## src/hw/rtl/plsn_pkg.sv

```systemverilog
// Shared types and constants for the premultiplied layer sum block.
package plsn_pkg;

  localparam int CHAN_W      = 8;
  localparam int SUM_W       = 16;
  localparam int SCALED_W    = SUM_W + CHAN_W;      // sum * 255
  localparam int RECIP_SHIFT = 32;
  localparam int RECIP_W     = 25;                  // ceil(2^32/255) fits in 25 bits
  localparam int PROD_W      = SCALED_W + RECIP_W;
  localparam int DIV_STEPS   = RECIP_SHIFT;
  localparam int DIV_CNT_W   = $clog2(DIV_STEPS);
  localparam int QUEUE_DEPTH = 2;
  localparam int QPTR_W      = $clog2(QUEUE_DEPTH);
  localparam int QCNT_W      = $clog2(QUEUE_DEPTH + 1);

  localparam logic [SUM_W-1:0]  SUM_MAX  = {SUM_W{1'b1}};
  localparam logic [CHAN_W-1:0] CHAN_MAX = {CHAN_W{1'b1}};

  // Channel sums of one finished pixel position.
  typedef struct packed {
    logic [SUM_W-1:0] blue;
    logic [SUM_W-1:0] green;
    logic [SUM_W-1:0] red;
    logic [SUM_W-1:0] alpha;
  } sums_t;

  // Saturating add of one 8-bit channel into a 16-bit sum.
  function automatic logic [SUM_W-1:0] sat_add(input logic [SUM_W-1:0] sum,
                                               input logic [CHAN_W-1:0] value);
    logic [SUM_W:0] total;
    total = {1'b0, sum} + {{(SUM_W + 1 - CHAN_W){1'b0}}, value};
    return total[SUM_W] ? SUM_MAX : total[SUM_W-1:0];
  endfunction

endpackage

```

## src/hw/rtl/plsn_front.sv

```systemverilog
// Front end: accepts layer items and keeps the running channel sums.
module plsn_front import plsn_pkg::*; (
  input  logic              clk,
  input  logic              rst,
  input  logic              in_valid,
  output logic              in_stall,
  input  logic [CHAN_W-1:0] in_blue,
  input  logic [CHAN_W-1:0] in_green,
  input  logic [CHAN_W-1:0] in_red,
  input  logic [CHAN_W-1:0] in_alpha,
  input  logic              last_layer,
  input  logic              q_full,
  output logic              push,
  output sums_t             push_data
);

  logic [SUM_W-1:0] blue_sum, green_sum, red_sum, alpha_sum;
  sums_t            sums_next;
  logic             accept;

  assign in_stall = q_full;
  assign accept   = in_valid && !in_stall;

  always_comb begin
    sums_next.blue  = sat_add(blue_sum, in_blue);
    sums_next.green = sat_add(green_sum, in_green);
    sums_next.red   = sat_add(red_sum, in_red);
    sums_next.alpha = sat_add(alpha_sum, in_alpha);
  end

  assign push      = accept && last_layer;
  assign push_data = sums_next;

  always_ff @(posedge clk) begin
    if (rst || push) begin
      blue_sum  <= '0;
      green_sum <= '0;
      red_sum   <= '0;
      alpha_sum <= '0;
    end else if (accept) begin
      blue_sum  <= sums_next.blue;
      green_sum <= sums_next.green;
      red_sum   <= sums_next.red;
      alpha_sum <= sums_next.alpha;
    end
  end

endmodule

```

## src/hw/rtl/plsn_queue.sv

```systemverilog
// Short queue of finished pixel sums between front and back end.
module plsn_queue import plsn_pkg::*; (
  input  logic  clk,
  input  logic  rst,
  input  logic  push,
  input  sums_t push_data,
  input  logic  pop,
  output logic  q_full,
  output logic  q_valid,
  output sums_t q_data
);

  sums_t             entries [QUEUE_DEPTH];
  logic [QPTR_W-1:0] wr_ptr, rd_ptr;
  logic [QCNT_W-1:0] count;

  assign q_full  = (count == QCNT_W'(QUEUE_DEPTH));
  assign q_valid = (count != '0);
  assign q_data  = entries[rd_ptr];

  always_ff @(posedge clk) begin
    if (push) begin
      entries[wr_ptr] <= push_data;
    end
  end

  always_ff @(posedge clk) begin
    if (rst) begin
      wr_ptr <= '0;
      rd_ptr <= '0;
      count  <= '0;
    end else begin
      if (push) begin
        wr_ptr <= (wr_ptr == QPTR_W'(QUEUE_DEPTH - 1)) ? '0 : wr_ptr + 1'b1;
      end
      if (pop) begin
        rd_ptr <= (rd_ptr == QPTR_W'(QUEUE_DEPTH - 1)) ? '0 : rd_ptr + 1'b1;
      end
      if (push && !pop) begin
        count <= count + 1'b1;
      end else if (pop && !push) begin
        count <= count - 1'b1;
      end
    end
  end

endmodule

```

## src/hw/rtl/plsn_back.sv

```systemverilog
// Back end: reciprocal divider, channel scaling and output register.
module plsn_back import plsn_pkg::*; (
  input  logic              clk,
  input  logic              rst,
  input  logic              q_valid,
  input  sums_t             q_data,
  output logic              pop,
  output logic              out_valid,
  input  logic              out_stall,
  output logic [CHAN_W-1:0] out_blue,
  output logic [CHAN_W-1:0] out_green,
  output logic [CHAN_W-1:0] out_red,
  output logic [CHAN_W-1:0] out_alpha
);

  localparam logic [1:0] ST_IDLE = 2'd0;
  localparam logic [1:0] ST_DIV  = 2'd1;
  localparam logic [1:0] ST_MUL  = 2'd2;
  localparam logic [1:0] ST_DONE = 2'd3;

  localparam logic [1:0] CH_BLUE  = 2'd0;
  localparam logic [1:0] CH_GREEN = 2'd1;
  localparam logic [1:0] CH_RED   = 2'd2;

  logic [1:0]          state;
  logic [DIV_CNT_W-1:0] div_cnt;
  logic [1:0]          ch;
  logic [SUM_W-1:0]    denom;
  logic [SUM_W-1:0]    rem;
  logic [RECIP_W-1:0]  quo;
  logic [RECIP_W-1:0]  recip;
  logic [SCALED_W-1:0] scaled_b, scaled_g, scaled_r;
  logic [CHAN_W-1:0]   res_b, res_g, res_r, res_a;

  logic [SUM_W:0]      trial;
  logic                qbit;
  logic [SUM_W-1:0]    rem_next;
  logic [RECIP_W-1:0]  quo_next;
  logic [SCALED_W-1:0] mul_in;
  logic [PROD_W-1:0]   prod;
  logic                out_free;

  function automatic logic [SCALED_W-1:0] times255(input logic [SUM_W-1:0] s);
    return {s, {CHAN_W{1'b0}}} - {{CHAN_W{1'b0}}, s};
  endfunction

  assign pop      = (state == ST_IDLE) && q_valid;
  assign out_free = !out_valid || !out_stall;

  // Restoring step on ceil(2^32/d) = floor((2^32-1)/d) + 1; dividend bits are all ones.
  always_comb begin
    trial = {rem, 1'b1};
    qbit  = (trial >= {1'b0, denom});
    rem_next = qbit ? SUM_W'(trial - {1'b0, denom}) : trial[SUM_W-1:0];
    quo_next = {quo[RECIP_W-2:0], qbit};
  end

  always_comb begin
    unique case (ch)
      CH_BLUE:  mul_in = scaled_b;
      CH_GREEN: mul_in = scaled_g;
      CH_RED:   mul_in = scaled_r;
      default:  mul_in = '0;
    endcase
    prod = PROD_W'(mul_in) * PROD_W'(recip);
  end

  // Datapath registers
  always_ff @(posedge clk) begin
    if (pop) begin
      scaled_b <= times255(q_data.blue);
      scaled_g <= times255(q_data.green);
      scaled_r <= times255(q_data.red);
      res_a    <= (q_data.alpha > SUM_W'(CHAN_MAX)) ? CHAN_MAX : q_data.alpha[CHAN_W-1:0];
      denom    <= (q_data.alpha > SUM_W'(CHAN_MAX)) ? q_data.alpha : SUM_W'(CHAN_MAX);
      rem      <= '0;
      quo      <= '0;
    end else if (state == ST_DIV) begin
      rem <= rem_next;
      quo <= quo_next;
      if (div_cnt == DIV_CNT_W'(DIV_STEPS - 1)) begin
        recip <= quo_next + 1'b1;
      end
    end
    if (state == ST_MUL) begin
      unique case (ch)
        CH_BLUE:  res_b <= prod[RECIP_SHIFT +: CHAN_W];
        CH_GREEN: res_g <= prod[RECIP_SHIFT +: CHAN_W];
        CH_RED:   res_r <= prod[RECIP_SHIFT +: CHAN_W];
        default:  ;
      endcase
    end
    if (state == ST_DONE && out_free) begin
      out_blue  <= res_b;
      out_green <= res_g;
      out_red   <= res_r;
      out_alpha <= res_a;
    end
  end

  // Control
  always_ff @(posedge clk) begin
    if (rst) begin
      state     <= ST_IDLE;
      div_cnt   <= '0;
      ch        <= CH_BLUE;
      out_valid <= 1'b0;
    end else begin
      if (state == ST_DONE && out_free) begin
        out_valid <= 1'b1;
      end else if (out_valid && !out_stall) begin
        out_valid <= 1'b0;
      end
      unique case (state)
        ST_IDLE: begin
          if (q_valid) begin
            state   <= ST_DIV;
            div_cnt <= '0;
          end
        end
        ST_DIV: begin
          div_cnt <= div_cnt + 1'b1;
          if (div_cnt == DIV_CNT_W'(DIV_STEPS - 1)) begin
            state <= ST_MUL;
            ch    <= CH_BLUE;
          end
        end
        ST_MUL: begin
          ch <= ch + 1'b1;
          if (ch == CH_RED) begin
            state <= ST_DONE;
          end
        end
        ST_DONE: begin
          if (out_free) begin
            state <= ST_IDLE;
          end
        end
        default: state <= ST_IDLE;
      endcase
    end
  end

endmodule

```

## src/hw/rtl/premultiplied_layer_sum_normalize.sv

```systemverilog
// Top level of the premultiplied layer sum and normalize block.
// Layer items of one pixel position arrive one per cycle; the front end adds each
// channel into a 16-bit sum that saturates at 65535 and accepts an item every cycle
// while the two-entry queue has room. The item flagged last_layer closes the position:
// its sums go into the queue and the running sums restart from zero. The back end
// takes one queued position at a time; it runs the 32-step bit-serial reciprocal
// divider (ceil(2^32 / max(alpha_sum, 255))), then passes each colour channel in
// turn through one shared 24x25 multiplier and loads the output register when it
// is free (not valid, or not stalled). in_stall is high exactly while the queue is
// full. A finished item waits in the output register while the back end goes on with
// the next queued position; out_alpha is the alpha sum clamped to 255 and each colour
// is the low 8 bits of floor(sum * 255 * recip / 2^32).
module premultiplied_layer_sum_normalize import plsn_pkg::*; (
  input  logic              clk,
  input  logic              rst,
  input  logic              in_valid,
  output logic              in_stall,
  input  logic [CHAN_W-1:0] in_blue,
  input  logic [CHAN_W-1:0] in_green,
  input  logic [CHAN_W-1:0] in_red,
  input  logic [CHAN_W-1:0] in_alpha,
  input  logic              last_layer,
  output logic              out_valid,
  input  logic              out_stall,
  output logic [CHAN_W-1:0] out_blue,
  output logic [CHAN_W-1:0] out_green,
  output logic [CHAN_W-1:0] out_red,
  output logic [CHAN_W-1:0] out_alpha
);

  logic  push, pop, q_full, q_valid;
  sums_t push_data, q_data;

  // Accumulate and close positions
  plsn_front u_front (
    .clk        (clk),
    .rst        (rst),
    .in_valid   (in_valid),
    .in_stall   (in_stall),
    .in_blue    (in_blue),
    .in_green   (in_green),
    .in_red     (in_red),
    .in_alpha   (in_alpha),
    .last_layer (last_layer),
    .q_full     (q_full),
    .push       (push),
    .push_data  (push_data)
  );

  // Decouples the per-cycle front from the multi-cycle back end
  plsn_queue u_queue (
    .clk       (clk),
    .rst       (rst),
    .push      (push),
    .push_data (push_data),
    .pop       (pop),
    .q_full    (q_full),
    .q_valid   (q_valid),
    .q_data    (q_data)
  );

  // Reciprocal, scaling and output register
  plsn_back u_back (
    .clk       (clk),
    .rst       (rst),
    .q_valid   (q_valid),
    .q_data    (q_data),
    .pop       (pop),
    .out_valid (out_valid),
    .out_stall (out_stall),
    .out_blue  (out_blue),
    .out_green (out_green),
    .out_red   (out_red),
    .out_alpha (out_alpha)
  );

endmodule

```

## config.mk

```make
export PLATFORM = sky130hd
export DESIGN_NAME = premultiplied_layer_sum_normalize
export DESIGN_NICKNAME = d
export VERILOG_FILES = /design/src/hw/rtl/plsn_pkg.sv /design/src/hw/rtl/plsn_front.sv /design/src/hw/rtl/plsn_queue.sv /design/src/hw/rtl/plsn_back.sv /design/src/hw/rtl/premultiplied_layer_sum_normalize.sv
export SDC_FILE = /design/constraint.sdc
export NUM_CORES = 2
export LEC_CHECK = 0
export BUFFER_PORTS_ARGS = -buffer_cell sky130_fd_sc_hd__buf_2
export CORE_MARGIN = 2
export CORE_UTILIZATION = 50
export CTS_BUF_LIST = sky130_fd_sc_hd__clkbuf_8
export CTS_CLUSTER_DIAMETER = 80
export DETAILED_ROUTE_END_ITERATION = 16
export PLACE_DENSITY = 0.66
export SETUP_SLACK_MARGIN = 0.05
export SYNTH_ARGS = -nofsm -noshare
export SYNTH_HDL_FRONTEND = slang
export SYNTH_SLANG_ARGS = --single-unit
```

## constraint.sdc

```tcl
create_clock -name clk -period 12.9 [get_ports clk]
set_clock_uncertainty 0.1 [all_clocks]
set_input_delay 0.645 -clock clk [delete_from_list [all_inputs] [get_ports clk]]
set_output_delay 0.645 -clock clk [all_outputs]
set_load 0.05 [all_outputs]
```

==> results.md <==
- Drt drc: 0
- Antenna-violating nets left: 0
- Setup crit start kind: flip-flop
- Syn_nets: approximately 4.5k
- Most frequent cells in the layout: 655 x inv_1, 474 x fa_1, 410 x nand2_1
- Cell variety after synth: a little under 80
- Final Core Density: between 50% and 60%
- Worst hold path depth: 3
- Min Tclk post-route: between 8 and 9 ns
- Area taken by multi-input logic gates: roughly 0.023 mm2
- Synth top area share: about a quarter
- Final period util: about two thirds
- Die Area: 0.07799 mm2
- Initial antenna violation count: 5
- Area delta synth->final: 7.167%
- CTS tree: done
- Worst hold-check path type: primary input to flip-flop
- Fmax: between 100 and 150 MHz
- Post-DP HPWL: around 63000 um
- Clock transition at the registers of the reported paths: approximately 0.07 ns
- Crit. End Element: flip-flop
- Final TNS setup: 0 ns
- Yosys reg bits: 424
- Capture point of the worst reg-to-reg path: u_back.res_g[4]
- Vias in the first global route: 26.68k
- Clk buf depth: 3
- Hold worst-path end: u_back.out_valid
- CP Max Fanout: 26
- Area leader, netlist: fa_1
- Die X: around 280 um
- Mean Syn Cell Area: roughly 10 um2
- First-pass GRT wire length: between 100000 and 150000 um
- Die Span Y: about 280 um
- Setup Fix Bufs, Post-CTS: 0
- Gates resized, CTS repair: 0
- Ys flop type: edfxtp_1
- R2R setup slack: ~4 ns
- Max-Cap Viols: 0
- Wire per inst: between 15 and 20 um
- Critical Path RT: 13.15 ns
- Slew headroom: approximately 14%
- Pins Over Slew Limit: 0
- CTS Buf Count: between 60 and 70
- Initial Util: between 50% and 60%
- Status: finished clean
- Worst Reg-to-Reg Cells: 28
- Nets: 4532
- Share of cells above drive strength 1: 7.507%
- Vias per inst: about 5.4
- WS Path Type: flip-flop to flip-flop
- CTS Root Cell: clkbuf_8
- Ys async rst share: 0%
- CP max stage delay: 0.82 ns
- Clock sinks: ~420
- Final hold slack: 0.2276 ns
- Initial DRC count: roughly 1.6k
- DR pass1 iterations: 10
- Fillers: around 6.6k
- DR vias: 25.95k
- Slew @ Worst Pin: ~1.3 ns
- H-tree level count: 3
- # port buffers: 70
- Largest cells by area after synthesis: fa_1 25%, edfxtp_1 24%, ha_1 6.9%, inv_1 6.3%, dfxtp_1 6.3%
- Worst R2R Start: u_back.ch[0]
- Synthesized area: between 0.03 and 0.04 mm2
- I/O Pins: between 70 and 80
- HP Start: out_stall
- CP arrival: between 9 and 10 ns
- Core ar.: 0.07470 mm2
- # setup viols final: 0
- Total wire length: between 80000 and 90000 um
- Sequential share of the synthesized area: a little under a third
- RSZ-0062 raised after global routing: no
- EDFF count, synth: between 300 and 400
- Global route overflow: 0
- Most common cell after layout, fill and taps aside: inv_1
- DP Cell Count: 4711
- Gp weighted congestion: 0.8592
- Total track usage: approximately a quarter
- # hold bufs at CTS: 0
- Syn Inst Count: around 3.8k
- Pin count of the biggest net entering global routing: 85
- CP max stage cell: a222oi_1
- Post-Layout Cell Count: approximately 4.8k
- FF/Latch Area: about 0.012 mm2
- Final hold violations: 0
- Worst-Skew Late Latency: around 0.64 ns
- Syn. warnings: 0
- Row count: 100
[worst max-delay path, delay by kind of cell, from the launching register on]
family                   cells  cell delay (ns)
AO/OA/AOI/OAI                4             1.65
adder cells (fa/ha/maj)      9             4.39
buffers and inverters        8             0.67
flip-flops                   1             0.44
AND/OR/NAND/NOR              7             1.26
[flip-flops by register name (all words and copies together), names as in the netlist, 2 cells and up, named ones only]
name and flops:
u_back.ch 2, u_back.denom 16, u_back.div_cnt 5, u_back.out_alpha 8, u_back.out_blue 8, u_back.out_green 8
u_back.out_red 8, u_back.quo 24, u_back.recip 25, u_back.rem 16, u_back.res_a 8, u_back.res_b 8
u_back.res_g 8, u_back.res_r 8, u_back.scaled_b 24, u_back.scaled_g 24, u_back.scaled_r 24, u_back.state 2
u_front.alpha_sum 16, u_front.blue_sum 16, u_front.green_sum 16, u_front.red_sum 16, u_queue.count 2, u_queue.entries 128
[Yosys cell counts, types with 10 or more instances]
master,n
edfxtp_1,305
nor2_1,192
o21a_1,21
a222oi_1,24
nand2b_1,20
o21ai_0,89
clkbuf_1,145
fa_1,474
inv_1,636
buf_2,10
and3_1,26
nor3_1,69
mux2_2,25
a31oi_1,27
xor2_1,56
and2_1,312
a211oi_1,16
o211ai_1,10
nand2_1,410
nand3_1,34
dfxtp_1,119
nand4_1,16
or2_2,15
ha_1,210
a21o_1,24
xnor2_1,103
mux2i_1,75
a21oi_1,124
nor2b_1,32
nor3b_1,19
a311oi_1,14
[layout make-up]
cell class,instances,area share [%]
timing repair buffer,125,1.880
clock inverter,49,0.9184
clock buffer,72,2.441
multi-input combinational,2555,57.42
antenna,2,0.01233
sequential,424,28.44
tap,969,2.986
inverter,638,5.905
[how the worst max path moves through the flow]
stage / startpoint / endpoint / slack, ns
3_3_place_gp: u_back.ch[0] / u_back.res_b[4] / 4.40
2_1_floorplan: u_back.ch[0] / u_back.res_b[4] / 4.90
4_1_cts: u_back.ch[0] / u_back.res_b[4] / 4.22
6_report: u_back.ch[0] / u_back.res_g[4] / 4.09
3_5_place_dp: u_back.ch[0] / u_back.res_b[4] / 4.22
5_1_grt: u_back.ch[0] / u_back.res_g[4] / 3.68
[metrics by stage]
stage | instance area [um2] | worst slack [ns]
2_1_floorplan | 37880 | 4.903
3_3_place_gp | 39230 | 4.401
3_5_place_dp | 39230 | 4.219
4_1_cts | 40590 | 4.216
5_1_grt | 40600 | 3.678
6_report | 40600 | 4.089
[metal layers]
layer | global-route usage (%) | up-vias | part of all wire, %
met5 | 0 | - | 0
met2 | 39.96 | 630 | 49
met4 | 9.002 | 0 | 3.3
li1 | - | 12270 | -
met3 | 3.037 | 157 | 4.7
met1 | 30.32 | 12890 | 43
[kinds of logic after synthesis]
kind of cell	synth area share, %
adder cells (fa/ha/maj)	31.98
AO/OA/AOI/OAI	7.603
buffers and inverters	8.148
XOR/XNOR	3.676
multiplexers	2.900
AND/OR/NAND/NOR	15.23
flip-flops	30.46
Power is not shown: default switching activity piles up to over one toggle a cycle in this logic, so the estimate is an artifact.
